==> config.mk <==
export PLATFORM = sky130hd
export DESIGN_NAME = battery_fault_debounce_classifier
export DESIGN_NICKNAME = d
export VERILOG_FILES = /design/src/rtl/bfdc_pkg.sv /design/src/rtl/bfdc_front.sv /design/src/rtl/bfdc_fifo.sv /design/src/rtl/bfdc_back.sv /design/src/rtl/battery_fault_debounce_classifier.sv
export SDC_FILE = /design/constraint.sdc
export NUM_CORES = 1
export LEC_CHECK = 0
export ABC_AREA = 1
export BUFFER_PORTS_ARGS = -buffer_cell sky130_fd_sc_hd__buf_2
export CAP_MARGIN = 10
export CORE_MARGIN = 2
export CORE_UTILIZATION = 50
export DETAILED_ROUTE_END_ITERATION = 10
export GPL_TIMING_DRIVEN = 0
export PLACE_DENSITY = 0.85
export SLEW_MARGIN = 0
export SYNTH_ARGS = -nofsm -noshare
export SYNTH_HDL_FRONTEND = slang
export SYNTH_HIERARCHICAL = 1
export SYNTH_SLANG_ARGS = --single-unit
==> constraint.sdc <==
create_clock -name clk_i -period 2.5 [get_ports clk_i]
set_input_delay 0.125 -clock clk_i [delete_from_list [all_inputs] [get_ports clk_i]]
set_output_delay 0.125 -clock clk_i [all_outputs]
set_load 0.01 [all_outputs]
==> src/rtl/bfdc_pkg.sv <==
// ----------------------------------------------------------------------------
// bfdc_pkg
// Shared constants and types for the battery fault debounce classifier.
// ----------------------------------------------------------------------------
package bfdc_pkg;

  localparam int NUM_FAULTS    = 12;
  localparam int CONFIRM_COUNT = 3;
  localparam int CNT_W         = $clog2(CONFIRM_COUNT + 1);

  // Raw-fault queue between classifier and debounce
  localparam int FIFO_DEPTH = 2;
  localparam int PTR_W      = (FIFO_DEPTH > 1) ? $clog2(FIFO_DEPTH) : 1;
  localparam int FCNT_W     = $clog2(FIFO_DEPTH + 1);

  localparam int CFG_IDX_W  = 4;
  localparam int CFG_DATA_W = 48;

  // Register indexes
  localparam logic [CFG_IDX_W-1:0] REG_CELL_OVER   = 4'd0;
  localparam logic [CFG_IDX_W-1:0] REG_CELL_UNDER  = 4'd1;
  localparam logic [CFG_IDX_W-1:0] REG_CELL_SPREAD = 4'd2;
  localparam logic [CFG_IDX_W-1:0] REG_PACK_OVER   = 4'd3;
  localparam logic [CFG_IDX_W-1:0] REG_PACK_UNDER  = 4'd4;
  localparam logic [CFG_IDX_W-1:0] REG_CURRENT     = 4'd5;
  localparam logic [CFG_IDX_W-1:0] REG_HOT         = 4'd6;
  localparam logic [CFG_IDX_W-1:0] REG_COLD        = 4'd7;

  // Fault bit positions
  localparam int F_CELL_OV  = 0;
  localparam int F_CELL_UV  = 1;
  localparam int F_PACK_OV  = 2;
  localparam int F_PACK_UV  = 3;
  localparam int F_DISCH_OC = 4;
  localparam int F_CHG_OC   = 5;
  localparam int F_SHORT    = 6;
  localparam int F_OT       = 7;
  localparam int F_UT       = 8;
  localparam int F_IMBAL    = 9;
  localparam int F_COMM     = 10;
  localparam int F_WDOG     = 11;

  // Hardware monitor flag positions
  localparam int HW_SCD = 0;
  localparam int HW_OCD = 1;
  localparam int HW_OCC = 2;
  localparam int HW_OV  = 3;
  localparam int HW_UV  = 4;
  localparam int HW_OT  = 5;
  localparam int HW_UT  = 6;

  localparam logic [1:0] SEV_NONE  = 2'd0;
  localparam logic [1:0] SEV_WARN  = 2'd1;
  localparam logic [1:0] SEV_ALERT = 2'd2;
  localparam logic [1:0] SEV_FAULT = 2'd3;

  typedef logic [NUM_FAULTS-1:0] fault_mask_t;

  // One beat of the raw-fault queue, push or pop side
  typedef struct packed {
    logic        valid;
    fault_mask_t raw;
  } raw_beat_t;

endpackage

==> src/rtl/bfdc_front.sv <==
// ----------------------------------------------------------------------------
// bfdc_front
// Limit registers and snapshot classifier: turns one snapshot into a raw
// fault mask in a single pass of parallel compares.
// ----------------------------------------------------------------------------
module bfdc_front (
  input  logic                             clk_i,
  input  logic                             rst_ni,
  input  logic                             cfg_we_i,
  input  logic [bfdc_pkg::CFG_IDX_W-1:0]   cfg_index_i,
  input  logic [bfdc_pkg::CFG_DATA_W-1:0]  cfg_data_i,
  input  logic                             in_valid_i,
  input  logic                             cells_ok_i,
  input  logic [15:0]                      cell_high_mv_i,
  input  logic [15:0]                      cell_low_mv_i,
  input  logic [15:0]                      cell_spread_mv_i,
  input  logic [16:0]                      pack_total_mv_i,
  input  logic                             current_ok_i,
  input  logic signed [23:0]               pack_current_ma_i,
  input  logic                             temps_ok_i,
  input  logic signed [17:0]               sensor_temp_a_i,
  input  logic signed [17:0]               sensor_temp_b_i,
  input  logic signed [17:0]               sensor_temp_c_i,
  input  logic [6:0]                       monitor_flags_i,
  output bfdc_pkg::raw_beat_t              push_o
);

  logic [15:0]        cell_over_q, cell_under_q, cell_spread_q;
  logic [16:0]        pack_over_q, pack_under_q;
  logic [47:0]        current_q;
  logic signed [17:0] hot_q, cold_q;

  always_ff @(posedge clk_i or negedge rst_ni) begin
    if (!rst_ni) begin
      cell_over_q   <= '0;
      cell_under_q  <= '0;
      cell_spread_q <= '0;
      pack_over_q   <= '0;
      pack_under_q  <= '0;
      current_q     <= '0;
      hot_q         <= '0;
      cold_q        <= '0;
    end else if (cfg_we_i) begin
      case (cfg_index_i)
        bfdc_pkg::REG_CELL_OVER:   cell_over_q   <= cfg_data_i[15:0];
        bfdc_pkg::REG_CELL_UNDER:  cell_under_q  <= cfg_data_i[15:0];
        bfdc_pkg::REG_CELL_SPREAD: cell_spread_q <= cfg_data_i[15:0];
        bfdc_pkg::REG_PACK_OVER:   pack_over_q   <= cfg_data_i[16:0];
        bfdc_pkg::REG_PACK_UNDER:  pack_under_q  <= cfg_data_i[16:0];
        bfdc_pkg::REG_CURRENT:     current_q     <= cfg_data_i[47:0];
        bfdc_pkg::REG_HOT:         hot_q         <= $signed(cfg_data_i[17:0]);
        bfdc_pkg::REG_COLD:        cold_q        <= $signed(cfg_data_i[17:0]);
        default: ;
      endcase
    end
  end

  logic [15:0]        sc_lim, dc_lim, cc_lim;
  logic signed [24:0] cur_ext, sc_ext, dc_ext, cc_neg;
  logic               sc_trip, dc_trip, cc_trip;
  logic               ot_any, ut_any;
  bfdc_pkg::fault_mask_t raw;

  assign sc_lim  = current_q[47:32];
  assign dc_lim  = current_q[31:16];
  assign cc_lim  = current_q[15:0];
  assign cur_ext = 25'(pack_current_ma_i);
  assign sc_ext  = $signed({9'd0, sc_lim});
  assign dc_ext  = $signed({9'd0, dc_lim});
  assign cc_neg  = -$signed({9'd0, cc_lim});

  assign sc_trip = (sc_lim != '0) && (cur_ext > sc_ext);
  assign dc_trip = (dc_lim != '0) && (cur_ext > dc_ext);
  assign cc_trip = (cc_lim != '0) && (cur_ext < cc_neg);

  assign ot_any = (hot_q != '0) && ((sensor_temp_a_i > hot_q) || (sensor_temp_b_i > hot_q) ||
                                    (sensor_temp_c_i > hot_q));
  assign ut_any = (cold_q != '0) && ((sensor_temp_a_i < cold_q) ||
                                     (sensor_temp_b_i < cold_q) ||
                                     (sensor_temp_c_i < cold_q));

  always_comb begin
    raw = '0;
    raw[bfdc_pkg::F_COMM] = !cells_ok_i || !temps_ok_i;
    if (cells_ok_i) begin
      raw[bfdc_pkg::F_CELL_OV] = (cell_over_q != '0) && (cell_high_mv_i > cell_over_q);
      raw[bfdc_pkg::F_CELL_UV] = (cell_under_q != '0) && (cell_low_mv_i < cell_under_q);
      raw[bfdc_pkg::F_IMBAL]   = (cell_spread_q != '0) && (cell_spread_mv_i > cell_spread_q);
      raw[bfdc_pkg::F_PACK_OV] = (pack_over_q != '0) && (pack_total_mv_i > pack_over_q);
      raw[bfdc_pkg::F_PACK_UV] = (pack_under_q != '0) && (pack_total_mv_i < pack_under_q);
    end
    // only the highest-priority current trip counts
    if (current_ok_i) begin
      if (sc_trip) begin
        raw[bfdc_pkg::F_SHORT] = 1'b1;
      end else if (dc_trip) begin
        raw[bfdc_pkg::F_DISCH_OC] = 1'b1;
      end else if (cc_trip) begin
        raw[bfdc_pkg::F_CHG_OC] = 1'b1;
      end
    end
    if (temps_ok_i) begin
      raw[bfdc_pkg::F_OT] = ot_any;
      raw[bfdc_pkg::F_UT] = ut_any;
    end
    // hardware flags bypass the priority
    raw[bfdc_pkg::F_SHORT]    = raw[bfdc_pkg::F_SHORT]    | monitor_flags_i[bfdc_pkg::HW_SCD];
    raw[bfdc_pkg::F_DISCH_OC] = raw[bfdc_pkg::F_DISCH_OC] | monitor_flags_i[bfdc_pkg::HW_OCD];
    raw[bfdc_pkg::F_CHG_OC]   = raw[bfdc_pkg::F_CHG_OC]   | monitor_flags_i[bfdc_pkg::HW_OCC];
    raw[bfdc_pkg::F_CELL_OV]  = raw[bfdc_pkg::F_CELL_OV]  | monitor_flags_i[bfdc_pkg::HW_OV];
    raw[bfdc_pkg::F_CELL_UV]  = raw[bfdc_pkg::F_CELL_UV]  | monitor_flags_i[bfdc_pkg::HW_UV];
    raw[bfdc_pkg::F_OT]       = raw[bfdc_pkg::F_OT]       | monitor_flags_i[bfdc_pkg::HW_OT];
    raw[bfdc_pkg::F_UT]       = raw[bfdc_pkg::F_UT]       | monitor_flags_i[bfdc_pkg::HW_UT];
    raw[bfdc_pkg::F_WDOG]     = 1'b0;
  end

  assign push_o.valid = in_valid_i;
  assign push_o.raw   = raw;

endmodule

==> src/rtl/bfdc_fifo.sv <==
// ----------------------------------------------------------------------------
// bfdc_fifo
// Short queue of raw fault masks between classifier and debounce.
// ----------------------------------------------------------------------------
module bfdc_fifo (
  input  logic                clk_i,
  input  logic                rst_ni,
  input  bfdc_pkg::raw_beat_t push_i,
  output logic                push_ready_o,
  output bfdc_pkg::raw_beat_t pop_o,
  input  logic                pop_ready_i
);

  bfdc_pkg::fault_mask_t               mem_q [bfdc_pkg::FIFO_DEPTH];
  logic [bfdc_pkg::PTR_W-1:0]          wr_ptr_q, wr_ptr_d, rd_ptr_q, rd_ptr_d;
  logic [bfdc_pkg::FCNT_W-1:0]         count_q, count_d;
  logic                                do_push, do_pop;

  assign push_ready_o = (count_q != bfdc_pkg::FCNT_W'(bfdc_pkg::FIFO_DEPTH));
  assign pop_o.valid  = (count_q != '0);
  assign pop_o.raw    = mem_q[rd_ptr_q];
  assign do_push      = push_i.valid && push_ready_o;
  assign do_pop       = pop_o.valid && pop_ready_i;

  always_comb begin
    wr_ptr_d = wr_ptr_q;
    rd_ptr_d = rd_ptr_q;
    count_d  = count_q;
    if (do_push) begin
      wr_ptr_d = (wr_ptr_q == bfdc_pkg::PTR_W'(bfdc_pkg::FIFO_DEPTH - 1)) ? '0 : wr_ptr_q + 1'b1;
    end
    if (do_pop) begin
      rd_ptr_d = (rd_ptr_q == bfdc_pkg::PTR_W'(bfdc_pkg::FIFO_DEPTH - 1)) ? '0 : rd_ptr_q + 1'b1;
    end
    if (do_push && !do_pop) begin
      count_d = count_q + 1'b1;
    end else if (do_pop && !do_push) begin
      count_d = count_q - 1'b1;
    end
  end

  always_ff @(posedge clk_i or negedge rst_ni) begin
    if (!rst_ni) begin
      wr_ptr_q <= '0;
      rd_ptr_q <= '0;
      count_q  <= '0;
    end else begin
      wr_ptr_q <= wr_ptr_d;
      rd_ptr_q <= rd_ptr_d;
      count_q  <= count_d;
    end
  end

  always_ff @(posedge clk_i) begin
    if (do_push) begin
      mem_q[wr_ptr_q] <= push_i.raw;
    end
  end

endmodule

==> src/rtl/bfdc_back.sv <==
// ----------------------------------------------------------------------------
// bfdc_back
// Debounce counters, severity encode and the result register.
// ----------------------------------------------------------------------------
module bfdc_back (
  input  logic                  clk_i,
  input  logic                  rst_ni,
  input  bfdc_pkg::raw_beat_t   pop_i,
  output logic                  pop_ready_o,
  output logic                  out_valid_o,
  input  logic                  out_ready_i,
  output bfdc_pkg::fault_mask_t confirmed_faults_o,
  output logic [1:0]            severity_o,
  output logic                  power_off_request_o
);

  localparam logic [bfdc_pkg::CNT_W-1:0] TOP = bfdc_pkg::CNT_W'(bfdc_pkg::CONFIRM_COUNT);

  logic [bfdc_pkg::CNT_W-1:0] cnt_q [bfdc_pkg::NUM_FAULTS];
  logic [bfdc_pkg::CNT_W-1:0] cnt_d [bfdc_pkg::NUM_FAULTS];
  bfdc_pkg::fault_mask_t      conf;
  logic [1:0]                 sev;
  logic                       take;
  logic                       out_valid_q;
  bfdc_pkg::fault_mask_t      conf_q;
  logic [1:0]                 sev_q;

  assign pop_ready_o = !out_valid_q || out_ready_i;
  assign take        = pop_i.valid && pop_ready_o;

  always_comb begin
    for (int i = 0; i < bfdc_pkg::NUM_FAULTS; i++) begin
      cnt_d[i] = cnt_q[i];
      if (pop_i.raw[i]) begin
        if (cnt_q[i] < TOP) cnt_d[i] = cnt_q[i] + 1'b1;
      end else begin
        if (cnt_q[i] != '0) cnt_d[i] = cnt_q[i] - 1'b1;
      end
      conf[i] = (cnt_d[i] >= TOP);
    end
  end

  always_comb begin
    if (conf[bfdc_pkg::F_SHORT] || conf[bfdc_pkg::F_DISCH_OC]) begin
      sev = bfdc_pkg::SEV_FAULT;
    end else if (conf[bfdc_pkg::F_CELL_OV] || conf[bfdc_pkg::F_CELL_UV] ||
                 conf[bfdc_pkg::F_PACK_OV] || conf[bfdc_pkg::F_PACK_UV] ||
                 conf[bfdc_pkg::F_CHG_OC]) begin
      sev = bfdc_pkg::SEV_ALERT;
    end else if (conf[bfdc_pkg::F_OT] || conf[bfdc_pkg::F_UT] || conf[bfdc_pkg::F_IMBAL]) begin
      sev = bfdc_pkg::SEV_WARN;
    end else begin
      sev = bfdc_pkg::SEV_NONE;
    end
  end

  always_ff @(posedge clk_i or negedge rst_ni) begin
    if (!rst_ni) begin
      for (int i = 0; i < bfdc_pkg::NUM_FAULTS; i++) begin
        cnt_q[i] <= '0;
      end
      out_valid_q <= 1'b0;
    end else begin
      if (take) begin
        for (int i = 0; i < bfdc_pkg::NUM_FAULTS; i++) begin
          cnt_q[i] <= cnt_d[i];
        end
      end
      if (pop_ready_o) begin
        out_valid_q <= pop_i.valid;
      end
    end
  end

  always_ff @(posedge clk_i) begin
    if (take) begin
      conf_q <= conf;
      sev_q  <= sev;
    end
  end

  assign out_valid_o         = out_valid_q;
  assign confirmed_faults_o  = conf_q;
  assign severity_o          = sev_q;
  assign power_off_request_o = (sev_q == bfdc_pkg::SEV_FAULT);

endmodule

==> src/rtl/battery_fault_debounce_classifier.sv <==
// ----------------------------------------------------------------------------
// battery_fault_debounce_classifier
// Pack protection: limit checks on each snapshot, debounced fault mask out.
// ----------------------------------------------------------------------------
// Takes one measurement snapshot per cycle while the queue has room and
// returns one result per snapshot, in order. A snapshot is classified in
// the cycle it is accepted and its raw fault mask enters a two-entry queue;
// the debounce stage pops one mask per cycle unless the output stalls,
// steps the twelve saturating counters and loads the result register, so
// each mask is held in the queue and then in the result register before its
// result is valid. Sustained rate is one snapshot per cycle when the output
// is not stalled, set by the single counter update per pop. Limit registers
// are written through the cfg port (always ready) and should only change
// while no snapshot is in flight. A limit of zero disables its check.
module battery_fault_debounce_classifier (
  input  logic                            clk_i,
  input  logic                            rst_ni,
  input  logic                            cfg_valid_i,
  output logic                            cfg_ready_o,
  input  logic [bfdc_pkg::CFG_IDX_W-1:0]  cfg_index_i,
  input  logic [bfdc_pkg::CFG_DATA_W-1:0] cfg_data_i,
  input  logic                            in_valid_i,
  output logic                            in_ready_o,
  input  logic                            cells_ok_i,
  input  logic [15:0]                     cell_high_mv_i,
  input  logic [15:0]                     cell_low_mv_i,
  input  logic [15:0]                     cell_spread_mv_i,
  input  logic [16:0]                     pack_total_mv_i,
  input  logic                            current_ok_i,
  input  logic signed [23:0]              pack_current_ma_i,
  input  logic                            temps_ok_i,
  input  logic signed [17:0]              sensor_temp_a_i,
  input  logic signed [17:0]              sensor_temp_b_i,
  input  logic signed [17:0]              sensor_temp_c_i,
  input  logic [6:0]                      monitor_flags_i,
  output logic                            out_valid_o,
  input  logic                            out_ready_i,
  output logic [11:0]                     confirmed_faults_o,
  output logic [1:0]                      severity_o,
  output logic                            power_off_request_o
);

  bfdc_pkg::raw_beat_t push, pop;
  logic                pop_ready;

  assign cfg_ready_o = 1'b1;

  bfdc_front u_front (
    .clk_i             (clk_i),
    .rst_ni            (rst_ni),
    .cfg_we_i          (cfg_valid_i),
    .cfg_index_i       (cfg_index_i),
    .cfg_data_i        (cfg_data_i),
    .in_valid_i        (in_valid_i),
    .cells_ok_i        (cells_ok_i),
    .cell_high_mv_i    (cell_high_mv_i),
    .cell_low_mv_i     (cell_low_mv_i),
    .cell_spread_mv_i  (cell_spread_mv_i),
    .pack_total_mv_i   (pack_total_mv_i),
    .current_ok_i      (current_ok_i),
    .pack_current_ma_i (pack_current_ma_i),
    .temps_ok_i        (temps_ok_i),
    .sensor_temp_a_i   (sensor_temp_a_i),
    .sensor_temp_b_i   (sensor_temp_b_i),
    .sensor_temp_c_i   (sensor_temp_c_i),
    .monitor_flags_i   (monitor_flags_i),
    .push_o            (push)
  );

  bfdc_fifo u_fifo (
    .clk_i        (clk_i),
    .rst_ni       (rst_ni),
    .push_i       (push),
    .push_ready_o (in_ready_o),
    .pop_o        (pop),
    .pop_ready_i  (pop_ready)
  );

  bfdc_back u_back (
    .clk_i               (clk_i),
    .rst_ni              (rst_ni),
    .pop_i               (pop),
    .pop_ready_o         (pop_ready),
    .out_valid_o         (out_valid_o),
    .out_ready_i         (out_ready_i),
    .confirmed_faults_o  (confirmed_faults_o),
    .severity_o          (severity_o),
    .power_off_request_o (power_off_request_o)
  );

endmodule

## Word level (Yosys, flattened, before mapping)

Memories as Yosys holds them, arrays and structs flattened.
Index checks and enable logic that the tools add are counted.

| storage, ports and cells | value |
|---|---|
| word-level logic and storage cells | 230 |
| RAM bits | 22 |
| memories kept | 1 |
| flip-flop bits (word level) | 209 |

Memory list:

| name | depth | bits a word | read ports | clocked after Yosys merged registers in | wr ports | RTL line | RTL |
|---|---|---|---|---|---|---|---|
| u_fifo.mem_q | 2 | 11 | 1 | 0 | 1 | bfdc_fifo.sv:14 | `bfdc_pkg::fault_mask_t mem_q [bfdc_pkg::FIFO_DEPTH];` |

| operators by class | value |
|---|---|
| bitwise gates (word level) | 7 |
| eq/ne operators | 9 |
| order comparisons | 38 |
| multiplexer cells | 53 |
| add/sub/neg operators | 29 |
| reduce and logical (&&, ||, !) cells | 66 |

Operators by type and width:

| kind | count |
|---|---|
| $reduce_bool 16->1 | 6 |
| $mux 2 | 40 |
| $gt 18x18->1 | 3 |
| $lt 18x18->1 | 3 |
| $gt 24x17->1 | 2 |
| $reduce_bool 18->1 | 2 |
| $reduce_bool 17->1 | 2 |
| $gt 16x16->1 | 2 |
| $reduce_bool 2->1 | 14 |
| $add 2x1->2 const B | 13 |
| $sub 2x1->2 const B | 13 |
| $lt 24x25->1 | 1 |
| $neg 16->25 | 1 |
| $ge 2x2->1 const B | 12 |
| $lt 2x2->1 const B | 12 |
| $gt 17x17->1 | 1 |
| $lt 17x17->1 | 1 |
| $eq 4x3->1 const B | 4 |
| $lt 16x16->1 | 1 |
| $reduce_and 2->1 | 8 |
| $logic_and 1x1->1 | 14 |
| $logic_or 1x1->1 | 13 |
| $mux 1 | 11 |
| $eq 4x2->1 const B | 2 |
| other kinds (10) | 21 |

## Logic depth before layout (Yosys ltp)

Gate-level depths: netlist (run 1).

| logic depth | value |
|---|---|
| depth after elaboration | 9 |
| gate-level depth with buffers | 22 |
| depth with buffers taken out | 22 |

## Modules after synthesis

The synthesis (run 1) kept the hierarchy.

By module, submodules not included:

| module | seq. area each (um2) | area each (um2) | times used | cells each |
|---|---|---|---|---|
| bfdc_front | 4,154.0 | 12,917.4 | 1 | 1,699 |
| bfdc_back | 1,046.0 | 1,735.4 | 1 | 192 |
| bfdc_fifo | 820.8 | 1,119.8 | 1 | 91 |
| battery_fault_debounce_classifier | 0.0 | 11.3 | 1 | 2 |

## Worst setup path before layout (run 1)

Ideal clock, no wire load.

| timing path | value |
|---|---|
| path type | register -> register |
| start point | register u_front.current_q[0] |
| end point | memory u_fifo/mem_q[0][5] in the netlist's numbering (data pin) |
| path slack | -168 ps |
| required time | 2,244 ps |
| stages on the path, launching flop included | 22 |
| arrival time | 2,412 ps |
| setup time | 256 ps |
| cell sequence | dfrtp_1 -> inv_1 -> ha_1 -> nand3_1 -> nor3_2 -> nand3_1 -> nor2_2 -> nand2_1 -> nor2_1 -> xor2_1 -> ha_1 -> nand2_1 -> nor2_1 -> nand4_1 -> nor3_1 -> nand2_1 -> inv_1 -> nor2_1 -> nor2_1 -> nor2_1 -> nand2_1 -> nand2_1 |

RTL lines:

| element | RTL line | RTL |
|---|---|---|
| start, declared | bfdc_front.sv:30 | `logic [47:0] current_q;` |
| start signal, assigned | bfdc_front.sv:50 | `bfdc_pkg::REG_CURRENT: current_q <= cfg_data_i[47:0];` |
| end, declared | bfdc_fifo.sv:14 |  |

==> impl_metrics.csv, run 1 <==
group,metric,value,unit
yosys,netlist_instances,1984,
finish,drive_above_1_share,15.33,%
sta,finalHoldViolCount,0,
run_status,status,"complete, but fails checks",
setup_path,cp.required,2.79,ns
yosys,synth_cell_types,47,
yosys,synth_area,15780,um^2
global_routing,overflow,0,
flow_run,drv_cap,0,
sta,tightest_slew,1.027,ns
die,die_h,181.7,um
yosys,async_flop_share,83.69,%
placement,gp_congestion,0.9472,
clocking,cts_buffers,26,
clocking,cts_sinks,233,
yosys,yosysMostFrequentCell,"nand2_1",
sta,worst_slack,-0.5371,ns
drt,avgViaCountPerCell,5.533,
global_routing,grt_max_degree,129,
yosys,synth_common_cells,"nand2_1, inv_1, ha_1, dfrtp_1, o21ai_0",
yosys,syn_nets,2437,
clocking,path_clk_slew,0.06,ns
drt,wl_per_cell,17.28,um
die,initial_core_util,50.41,%
setup_path,cp_max_fo,3,
placement,dpl_worst_slack,-0.5191,ns
global_routing,grt_pass1_vias,15131,
hold_path,hold_depth,4,
clocking,clock_path_buffers,3,
drt,first_iter_violations,1123,
sta,slew_violations,0,
yosys,ys.flop_type,"dfrtp_1",
drt,first_pass_iters,9,
die,fp-row-count,65,
global_routing,grt_pass1_wl,74020,um
yosys,synth.avg_cell_area,7.956,um^2
global_routing,antenna_found_initial,4,
sta,period_share,121.5,%
sta,setup_viol,2,
yosys,synth.area.top_cells,"dfrtp_1, ha_1, nand2_1",
sta,max_slew_margin,31.28,%
pwr,p_per_area,795.0,nW/um^2
pwr,peakVddDrop,0.6083,mV
drt,route.vias.total,15167,
setup_path,cp-start-kind,"flip-flop",
setup_path,crit_type,"reg -> reg",
die,die-width,181.7,um
run_status,violations,"DRC, setup timing",
setup_path,end_kind,"flip-flop",
setup_path,ff2ff_path_depth,22,
drt,routed_wl,47360,um
finish,final_nets,2769,
setup_path,arrival,3.33,ns
yosys,yosysSeqAreaShare,38.15,%
hold_path,hp-class,"in -> reg",
yosys,synth_edf_count,38,
die,dieArea,33010,um^2
clocking,insertion_delay,0.55,ns
clocking,cts_max_level,1,
clocking,root_buffer,"clkbuf_16",
yosys,synth_top_area_share,30.92,%
placement,io_buffer_count,225,
pwr,power.leakage,0.01027,uW
drt,ant_nets,0,
drt,drc,2,
die,io-pin-count,228,
global_routing,grt.total_usage,28.12,%
yosys,yosysWarnings,6,
sta,skew,0.01956,ns
sta,max_freq,329.3,MHz
clocking,cts_tree,"yes",
die,core,31310,um^2
yosys,synth_top_area_cell,"dfrtp_1",
sta,fin_crit,3.037,ns
sta,rsz0062_at_grt,"yes",
placement,dpl.hpwl,35170,um
finish,area_growth,21.87,%
yosys,yosys_register_bits,233,
sta,timing.hold.ws,0.03757,ns
==> worst paths after layout <==
kind | startpoint | endpoint | slack (ns)
setup / recovery | u_front/current_q[2] | u_fifo/mem_q[1][5] | -0.54
hold / removal | cfg_valid_i | u_front/cell_over_q[1] | 0.04
setup reg to reg | u_front/current_q[2] | u_fifo/mem_q[1][5] | -0.54
hold reg to reg | u_front/pack_over_q[6] | u_front/pack_over_q[6] | 0.49
max in group asynchronous | rst_ni | u_front/cell_over_q[3] | 1.32
min in group asynchronous | rst_ni | u_front/current_q[30] | 0.15
==> kinds of logic after synthesis <==
logic type      share of synthesized area [%]
fa+ha+maj                               19.26
xor+xnor                               0.6580
buf+inv                                 8.625
other cells                           0.04758
simple gates                            21.58
mux                                   0.07134
compound gates                          11.61
flops                                   38.15
==> sequential cells by signal, summed over array words and instances (netlist names), 2 cells and up <==
name,count
u_front/pack_under_q,17
u_front/pack_over_q,17
u_back/severity_o,2
u_front/cell_over_q,16
u_front/cell_under_q,16
u_fifo/mem_q,24
u_back/confirmed_faults_o,12
u_front/current_q,48
u_front/cell_spread_q,16
u_front/cold_q,18
u_back/cnt_q,24
u_front/hot_q,18
u_fifo/count_q,2
==> routing by layer <==
layer,track usage [%],routed length (um),vias to the layer above
li1,-,-,7215
met1,35.19,19160,7059
met2,48.37,22400,728
met3,3.730,3505,163
met4,13.07,2278,2
met5,0,13,-
==> power by group <==
part	total (uW)	switching (uW)	internal, uW
logic	5690	3490	2200
registers	5520	625	4900
clock network	4090	1620	2470
total	15300	5730	9560
==> metrics by stage <==
| stage | instances | util (%) | power [uW] | cell area, um^2 | TNS [ns] |
|---|---|---|---|---|---|
| after floorplan | 1984 | - | 9124 | 15790 | -0.2655 |
| after global placement | 2611 | 55.64 | 10430 | 17420 | -354.07 |
| after detailed placement | 2612 | 55.76 | 10830 | 17460 | -1.038 |
| after CTS | 2734 | 61.04 | 15090 | 19110 | -0.7839 |
| after global routing | 2740 | 61.43 | 16350 | 19230 | -1.589 |
| final | 2741 | 61.43 | 15290 | 19240 | -1.069 |
==> repair_timing <==
item / CTS / global route
pin swaps: 7 / 13
setup buffers: 10 / 4
endpoints found under the setup margin: 2 / 6
hold endpoints to repair: 154 / 0
hold buffers: 64 / 0
resized for setup: 4 / 22
==> layout by cell type (no fill, tap or decap), types with 18 or more instances in the layout <==
| cell type | netlist | routed |
|---|---|---|
| buf_2 | 13 | 237 |
| edfxtp_1 | 38 | 38 |
| nor2_1 | 131 | 128 |
| dlygate4sd3_1 | 0 | 64 |
| dfrtp_1 | 195 | 193 |
| buf_4 | 4 | 18 |
| nor4_1 | 25 | 24 |
| ha_1 | 243 | 241 |
| a21oi_1 | 124 | 123 |
| inv_1 | 301 | 298 |
| nand2_1 | 485 | 483 |
| nand3_1 | 71 | 68 |
| nor3_1 | 20 | 19 |
| clkbuf_16 | 0 | 26 |
| clkbuf_1 | 21 | 23 |
| o21ai_0 | 188 | 186 |
| nand4_1 | 37 | 37 |
==> final cells by class <==
type                    instances  area (um^2)
multi-input cells            1405         8511
plain buffers                  41        216.5
repair buffers                304         1909
fillers                      2561        12080
clock inverters                19        249.0
clock buffers                  29        671.9
diodes                          3        7.507
flip-flops and latches        233         6023
well taps                     402        503.0
inverters                     305         1145
==> worst max-delay path, cell delays in order (launching register included) <==
cell and delay, ns:
dfrtp_1 0.44, nor3_4 0.25, nand3_2 0.13, nor2_4 0.12
nand2_2 0.09, nor3_4 0.16, nand2_2 0.10, inv_2 0.07
nand3b_1 0.07, nand2_1 0.07, nand2_1 0.05, ha_1 0.29
nand2_2 0.06, nor2_2 0.12, nand4_1 0.14, nor3_2 0.18
nand2_1 0.09, inv_1 0.06, nor2_1 0.03, nor2_1 0.08
nor2_1 0.05, nand2_1 0.07, nand2_1 0.07
No activity file was read; power rests on OpenSTA's default activity.
==> run 2, diff against run 1 <==
--- a/config.mk
+++ b/config.mk
@@ -10,6 +10,7 @@
 export CAP_MARGIN = 10
 export CORE_MARGIN = 2
 export CORE_UTILIZATION = 50
+export CTS_BUF_LIST = sky130_fd_sc_hd__clkbuf_2 sky130_fd_sc_hd__clkbuf_4 sky130_fd_sc_hd__clkbuf_8
 export DETAILED_ROUTE_END_ITERATION = 10
 export GPL_TIMING_DRIVEN = 0
 export PLACE_DENSITY = 0.85
==> run 2 against run 1 <==
The run ends with setup timing left. Combinational power decreased by 0.7%. Die area unchanged. Clock power decreased by 4%. Critical path type unchanged. Largest cell class unchanged. Largest power group unchanged.
==> impl_metrics.csv, run 2 (synthesis gave the netlist of run 1 again) <==
group,metric,value,unit
finish,layout.cells.non_filler,2769,
sta,max_freq,335.6,MHz
finish,fillCellCount,2558,
sta,slew_violations,0,
global_routing,grt_pass1_wl,74930,um
die,die-width,181.7,um
drt,maxUsedRoutingLayer,"met5",
finish,drive_above_1_share,16.62,%
drt,first_pass_iters,5,
sta,worst_slack,-0.4797,ns
sta,fin_crit,2.980,ns
pwr,finalPower,15090,uW
clocking,cts_buffers,41,
sta,tightest_slew,1.014,ns
finish,largest_reg_flops,48,
drt,ant_nets,0,
placement,gp_congestion,0.9472,
pwr,p_per_area,782.8,nW/um^2
placement,dpl.hpwl,35170,um
finish,largest-register,"u_front/current_q",
sta,period_share,119.2,%
die,io-pin-count,228,
drt,drt-met1-wl,19120,um
die,fp-row-count,65,
die,die_h,181.7,um
setup_path,crit_type,"reg -> reg",
drt,first_iter_violations,1135,
finish,mostFrequentLayoutCells,"nand2_1, inv_1, ha_1, buf_2, dfrtp_1",
run_status,status,"complete, but fails checks",
placement,dpl_worst_slack,-0.5191,ns
setup_path,cp.required,2.80,ns
placement,place_area,17460,um^2
sta,timing.hold.ws,0.03177,ns
clocking,root_buffer,"clkbuf_8",
placement,dpl.cell_count,2612,
global_routing,grt_max_degree,129,
finish,multi_input_area,8513,um^2
clocking,cts_max_level,2,
sta,skew,0.02052,ns
clocking,cts_tree,"yes",
die,dieArea,33010,um^2
setup_path,cp_max_fo,3,
drt,avgViaCountPerCell,5.481,
drt,routed_wl,47310,um
drt,route.met3.wl,3434,um
global_routing,overflow,0,
pwr,peakVddDrop,0.4150,mV
global_routing,grt.total_usage,28.55,%
drt,dr_wl_met2,22740,um
sta,finalHoldViolCount,0,
sta,max_slew_margin,32.14,%
die,core,31310,um^2
clocking,clock_path_buffers,3,
clocking,path_clk_slew,0.06,ns
setup_path,arrival,3.28,ns
setup_path,cp-start-kind,"flip-flop",
global_routing,grt_pass1_vias,15222,
global_routing,antenna_found_initial,4,
pwr,power.leakage,0.01034,uW
clocking,cts_sinks,233,
sta,rsz0062_at_grt,"yes",
run_status,violations,"setup timing",
sta,setup_viol,2,
finish,top_regs,"u_front/current_q: 48 flops, u_back/cnt_q: 24 flops, u_fifo/mem_q: 24 flops",
die,initial_core_util,50.41,%
placement,io_buffer_count,225,
finish,regArea,6023,um^2
drt,wl_per_cell,17.08,um
finish,design_area,19280,um^2
drt,drc,0,
drt,route.vias.total,15178,
finish,final_nets,2788,
flow_run,drv_cap,0,
setup_path,end_kind,"flip-flop",
clocking,insertion_delay,0.55,ns
hold_path,hp-class,"in -> reg",
finish,area_growth,22.13,%
finish,mostFrequentLayoutCell,"nand2_1",
run 2: per-stage QoR:
stage,util (%),setup TNS [ns]
final,61.57,-0.9593
after global routing,61.57,-1.322
after CTS,61.25,-0.7286
after detailed placement,55.76,-1.038
after global placement,55.64,-354.07
after floorplan,-,-0.2655
run 2: path summary, 6_finish.rpt:
check | from | end | slack, ns | cells after the start
max | u_front/current_q[0] | u_fifo/mem_q[0][5] | -0.48 | 22
min | cfg_valid_i | u_front/cell_over_q[1] | 0.03 | 4
max reg2reg | u_front/current_q[0] | u_fifo/mem_q[0][5] | -0.48 | 22
min reg2reg | u_front/pack_under_q[6] | u_front/pack_under_q[6] | 0.49 | 2
max in group asynchronous | rst_ni | u_front/cold_q[0] | 1.33 | 3
min in group asynchronous | rst_ni | u_front/current_q[29] | 0.14 | 2
run 2: per-layer routing:
layer  GRT usage, %  vias up
met3          4.593      155
met4          12.65        4
met1          35.12     7077
li1               -     7258
met5              0        -
met2          49.53      684
run 2: timing repair:
action | 4_1_cts | 5_1_grt
setup endpoints to repair | 2 | 6
hold buffers | 65 | 0
gates resized for setup | 10 | 17
hold endpoints to repair | 156 | 0
pin swaps | 7 | 8
buffers inserted | 13 | 4
run 2: critical path, cell delays in order (launching register included):
cell and delay, ns:
dfrtp_2 0.43, nor3_4 0.21, nand3_2 0.13, nor2_4 0.11
nand2_2 0.08, nor3_4 0.16, nand2_2 0.09, inv_2 0.07
nand3b_1 0.09, nand2_1 0.09, nand2_1 0.06, ha_1 0.28
nand2_2 0.06, nor2_2 0.14, nand4_1 0.15, nor3_2 0.14
nand2_1 0.09, inv_1 0.06, nor2_1 0.04, nor2_1 0.08
nor2_1 0.05, nand2_1 0.07, nand2_1 0.07
run 2: power breakdown:
group	internal, uW	switching, uW
sequential	4900	628
clock	2350	1560
combinational	2200	3460
total	9450	5640
run 2: final cells by class:
type	count	area share (%)
diodes	2	0.02596
plain buffers	41	1.123
clock buffers	64	4.147
clock inverters	9	0.6750
inverters	305	5.939
multi-input cells	1405	44.16
flip-flops and latches	233	31.25
well taps	402	2.609
repair buffers	308	10.07
==> run 3, diff against run 2 <==
--- a/config.mk
+++ b/config.mk
@@ -17,5 +17,4 @@
 export SLEW_MARGIN = 0
 export SYNTH_ARGS = -nofsm -noshare
 export SYNTH_HDL_FRONTEND = slang
-export SYNTH_HIERARCHICAL = 1
 export SYNTH_SLANG_ARGS = --single-unit
==> run 3 against run 2 <==
The run still ends with setup timing left. Sequential share of layout area grew 0.12 points. Sequential cell count decreased by 4. Power down 2.6%.
==> impl_metrics.csv, run 3 <==
group,metric,value,unit
clocking,path_clk_slew,0.07,ns
finish,largest_reg_flops,48,
pwr,power.leakage,0.009967,uW
sta,fin_crit,2.965,ns
run_status,violations,"setup timing",
pwr,power_switching,5768,uW
setup_path,cp-start-kind,"flip-flop",
finish,multi_input_area,8429,um^2
pwr,swShare,39.25,%
global_routing,antenna_found_initial,10,
setup_path,regToRegEndpoint,"u_fifo.mem_q[0][5]",
flow_run,drv_cap,0,
sta,tightest_slew,1.064,ns
finish,mostFrequentLayoutCells,"nand2_1, inv_1, ha_1, buf_2, o21ai_0",
yosys,synth_cell_types,43,
finish,final_nets,2765,
drt,avgViaCountPerCell,5.550,
hold_path,hp-class,"in -> reg",
die,die_h,180.6,um
yosys,synth_common_cells,"nand2_1, inv_1, ha_1, o21ai_0, dfrtp_1",
sta,max_slew_margin,29.03,%
pwr,power_frac_seq,37.6,%
drt,routed_wl,47130,um
sta,period_share,118.6,%
global_routing,grt_max_degree,110,
pwr,pwr-share-comb,38.6,%
yosys,syn_nets,2428,
finish,largest-register,"u_front.current_q",
clocking,root_buffer,"clkbuf_8",
clocking,cts_tree,"yes",
global_routing,grt_pass1_vias,15293,
global_routing,grt.total_usage,28.38,%
die,io-pin-count,228,
sta,slew_violations,0,
hold_path,hold_end,"u_fifo.mem_q[0][7]",
yosys,yosysSeqAreaShare,37.92,%
drt,wl_per_cell,17.18,um
yosys,synth_top_area_share,30.99,%
setup_path,end_kind,"flip-flop",
finish,regArea,5912,um^2
drt,drc,0,
yosys,ys.flop_type,"dfrtp_1",
yosys,netlist_instances,1975,
die,die-width,180.6,um
pwr,p_per_area,779.6,nW/um^2
setup_path,r2r_start,"u_front.current_q[1]",
drt,first_pass_iters,6,
clocking,cts_buffers,37,
pwr,p_int,8926,uW
drt,first_iter_violations,979,
finish,top_regs,"u_front.current_q: 48 flops, u_back.cnt_q: 22 flops, u_fifo.mem_q: 22 flops",
yosys,synth_edf_count,36,
sta,setup_viol,2,
clocking,clock_path_buffers,3,
global_routing,overflow,0,
yosys,yosysMostFrequentCell,"nand2_1",
setup_path,arrival,3.26,ns
yosys,yosys_register_bits,229,
setup_path,ff2ff_path_depth,20,
finish,mostFrequentLayoutCell,"nand2_1",
die,dieArea,32600,um^2
finish,design_area,18850,um^2
run_status,status,"complete, but fails checks",
setup_path,r2r_slack,-0.46,ns
clocking,cts_sinks,229,
setup_path,cp_max_fo,3,
die,core,30670,um^2
die,fp-row-count,64,
pwr,pwr-share-clk,23.8,%
finish,drive_above_1_share,15.04,%
hold_path,hold_depth,3,
finish,fillCellCount,2533,
placement,dpl.hpwl,35400,um
setup_path,cp.required,2.79,ns
clocking,insertion_delay,0.56,ns
drt,ant_nets,0,
hold_path,hold_start,"monitor_flags_i[5]",
setup_path,crit_type,"reg -> reg",
yosys,synth_area,15590,um^2
yosys,yosysWarnings,0,
placement,io_buffer_count,226,
sta,worst_slack,-0.4646,ns
pwr,finalPower,14690,uW
sta,finalHoldViolCount,0,
yosys,synth.area.top_cells,"dfrtp_1, ha_1, nand2_1",
pwr,peakVddDrop,0.4166,mV
yosys,synth_top_area_cell,"dfrtp_1",
sta,max_freq,337.3,MHz
placement,gp_congestion,0.9633,
sta,rsz0062_at_grt,"yes",
die,initial_core_util,50.82,%
clocking,cts_max_level,2,
yosys,synth.avg_cell_area,7.892,um^2
finish,area_growth,20.93,%
placement,place_area,17260,um^2
yosys,async_flop_share,84.28,%
global_routing,grt_pass1_wl,74170,um
sta,skew,0.02495,ns
sta,finalSetupTns,-0.9292,ns
drt,route.vias.total,15223,
run 3: cell count changes in the layout (fill, tap and decap cells not counted), moves of 5 or more:
cell | before | now
nor3_1 | 19 | 14
clkbuf_8 | 51 | 45
inv_1 | 297 | 309
nor2_1 | 128 | 141
nand2_1 | 483 | 444
a21oi_1 | 123 | 130
o21ai_0 | 187 | 234
or2_2 | 10 | 3
buf_4 | 21 | 12
nand3_1 | 67 | 42
run 3: kinds of logic after synthesis:
| family | count (synthesis) | synth area share, % |
|---|---|---|
| AND/OR/NAND/NOR | 737 | 19.84 |
| AO/OA/AOI/OAI | 398 | 13.26 |
| buffers and inverters | 352 | 8.606 |
| adder cells (fa/ha/maj) | 243 | 19.51 |
| flip-flops | 229 | 37.92 |
| XOR/XNOR | 12 | 0.6743 |
| other | 2 | 0.04818 |
| multiplexers | 2 | 0.1365 |
run 3: worst max path at each step:
stage                               from                    end  slack [ns]  cells past startpoint
floorplan           u_front.current_q[0]     u_fifo.mem_q[0][5]       -0.12                     21
global placement                  rst_ni  u_front.current_q[24]       -1.79                      1
detailed placement  u_front.current_q[0]     u_fifo.mem_q[1][5]       -0.58                     19
CTS                 u_front.current_q[0]     u_fifo.mem_q[1][5]       -0.38                     19
global route        u_front.current_q[1]     u_fifo.mem_q[1][5]       -0.62                     20
finish              u_front.current_q[1]     u_fifo.mem_q[0][5]       -0.46                     20
run 3: power groups by stage:
stage	logic [uW]	clock network [uW]	registers, uW
6_report	5680	3500	5520
5_1_grt	6490	3680	5600
4_1_cts	5520	3520	5480
3_5_place_dp	5350	0	5530
3_3_place_gp	4960	0	5470
2_1_floorplan	3660	0	5420
run 3: worst max-delay path: stages, from the launching register on:
cell	delay (ns)
dfrtp_1	0.43
nor3_4	0.24
nand3_2	0.16
nor2_4	0.14
nand2_2	0.08
nor3_4	0.22
nand2_2	0.10
buf_4	0.14
xor2_1	0.14
ha_1	0.28
nand2_2	0.06
nor2_4	0.10
nand4_1	0.08
nor2_1	0.11
nand2_1	0.09
inv_1	0.06
nor2_1	0.03
nor2_1	0.08
nor2_1	0.05
nand2_1	0.06
nand2_1	0.06
run 3: area by class of cell:
type / instances / share of cell area, %
diodes: 6 / 0.07966
plain buffers: 37 / 0.8431
clock buffers: 57 / 3.764
clock inverters: 11 / 0.4846
inverters: 315 / 6.273
multi-input cells: 1394 / 44.72
flip-flops and latches: 229 / 31.37
well taps: 396 / 2.629
repair buffers: 298 / 9.838
run 3: through the flow:
step	setup slack (ns)	std cells	utilization, %	hold slack [ns]
2_1_floorplan	-0.1185	1975	-	-0.1706
3_3_place_gp	-1.792	2597	56.15	0.3199
3_5_place_dp	-0.5835	2598	56.27	0.1784
4_1_cts	-0.3847	2732	61.11	0.003591
5_1_grt	-0.6207	2743	61.46	0.04417
6_report	-0.4646	2743	61.46	0.03687
run 3: repair_timing:
item | 4_1_cts | 5_1_grt
hold buffers | 61 | 0
setup buffers | 5 | 5
hold endpoints to repair | 169 | 0
pin swaps | 10 | 14
resized for setup | 9 | 13
endpoints found under the setup margin | 2 | 4
run 3: layer usage:
layer	part of all wire (%)	global-route usage, %
met5	0.11	0
met4	5.5	15.77
met3	8.0	5.861
met1	38	33.27
met2	48	48.56
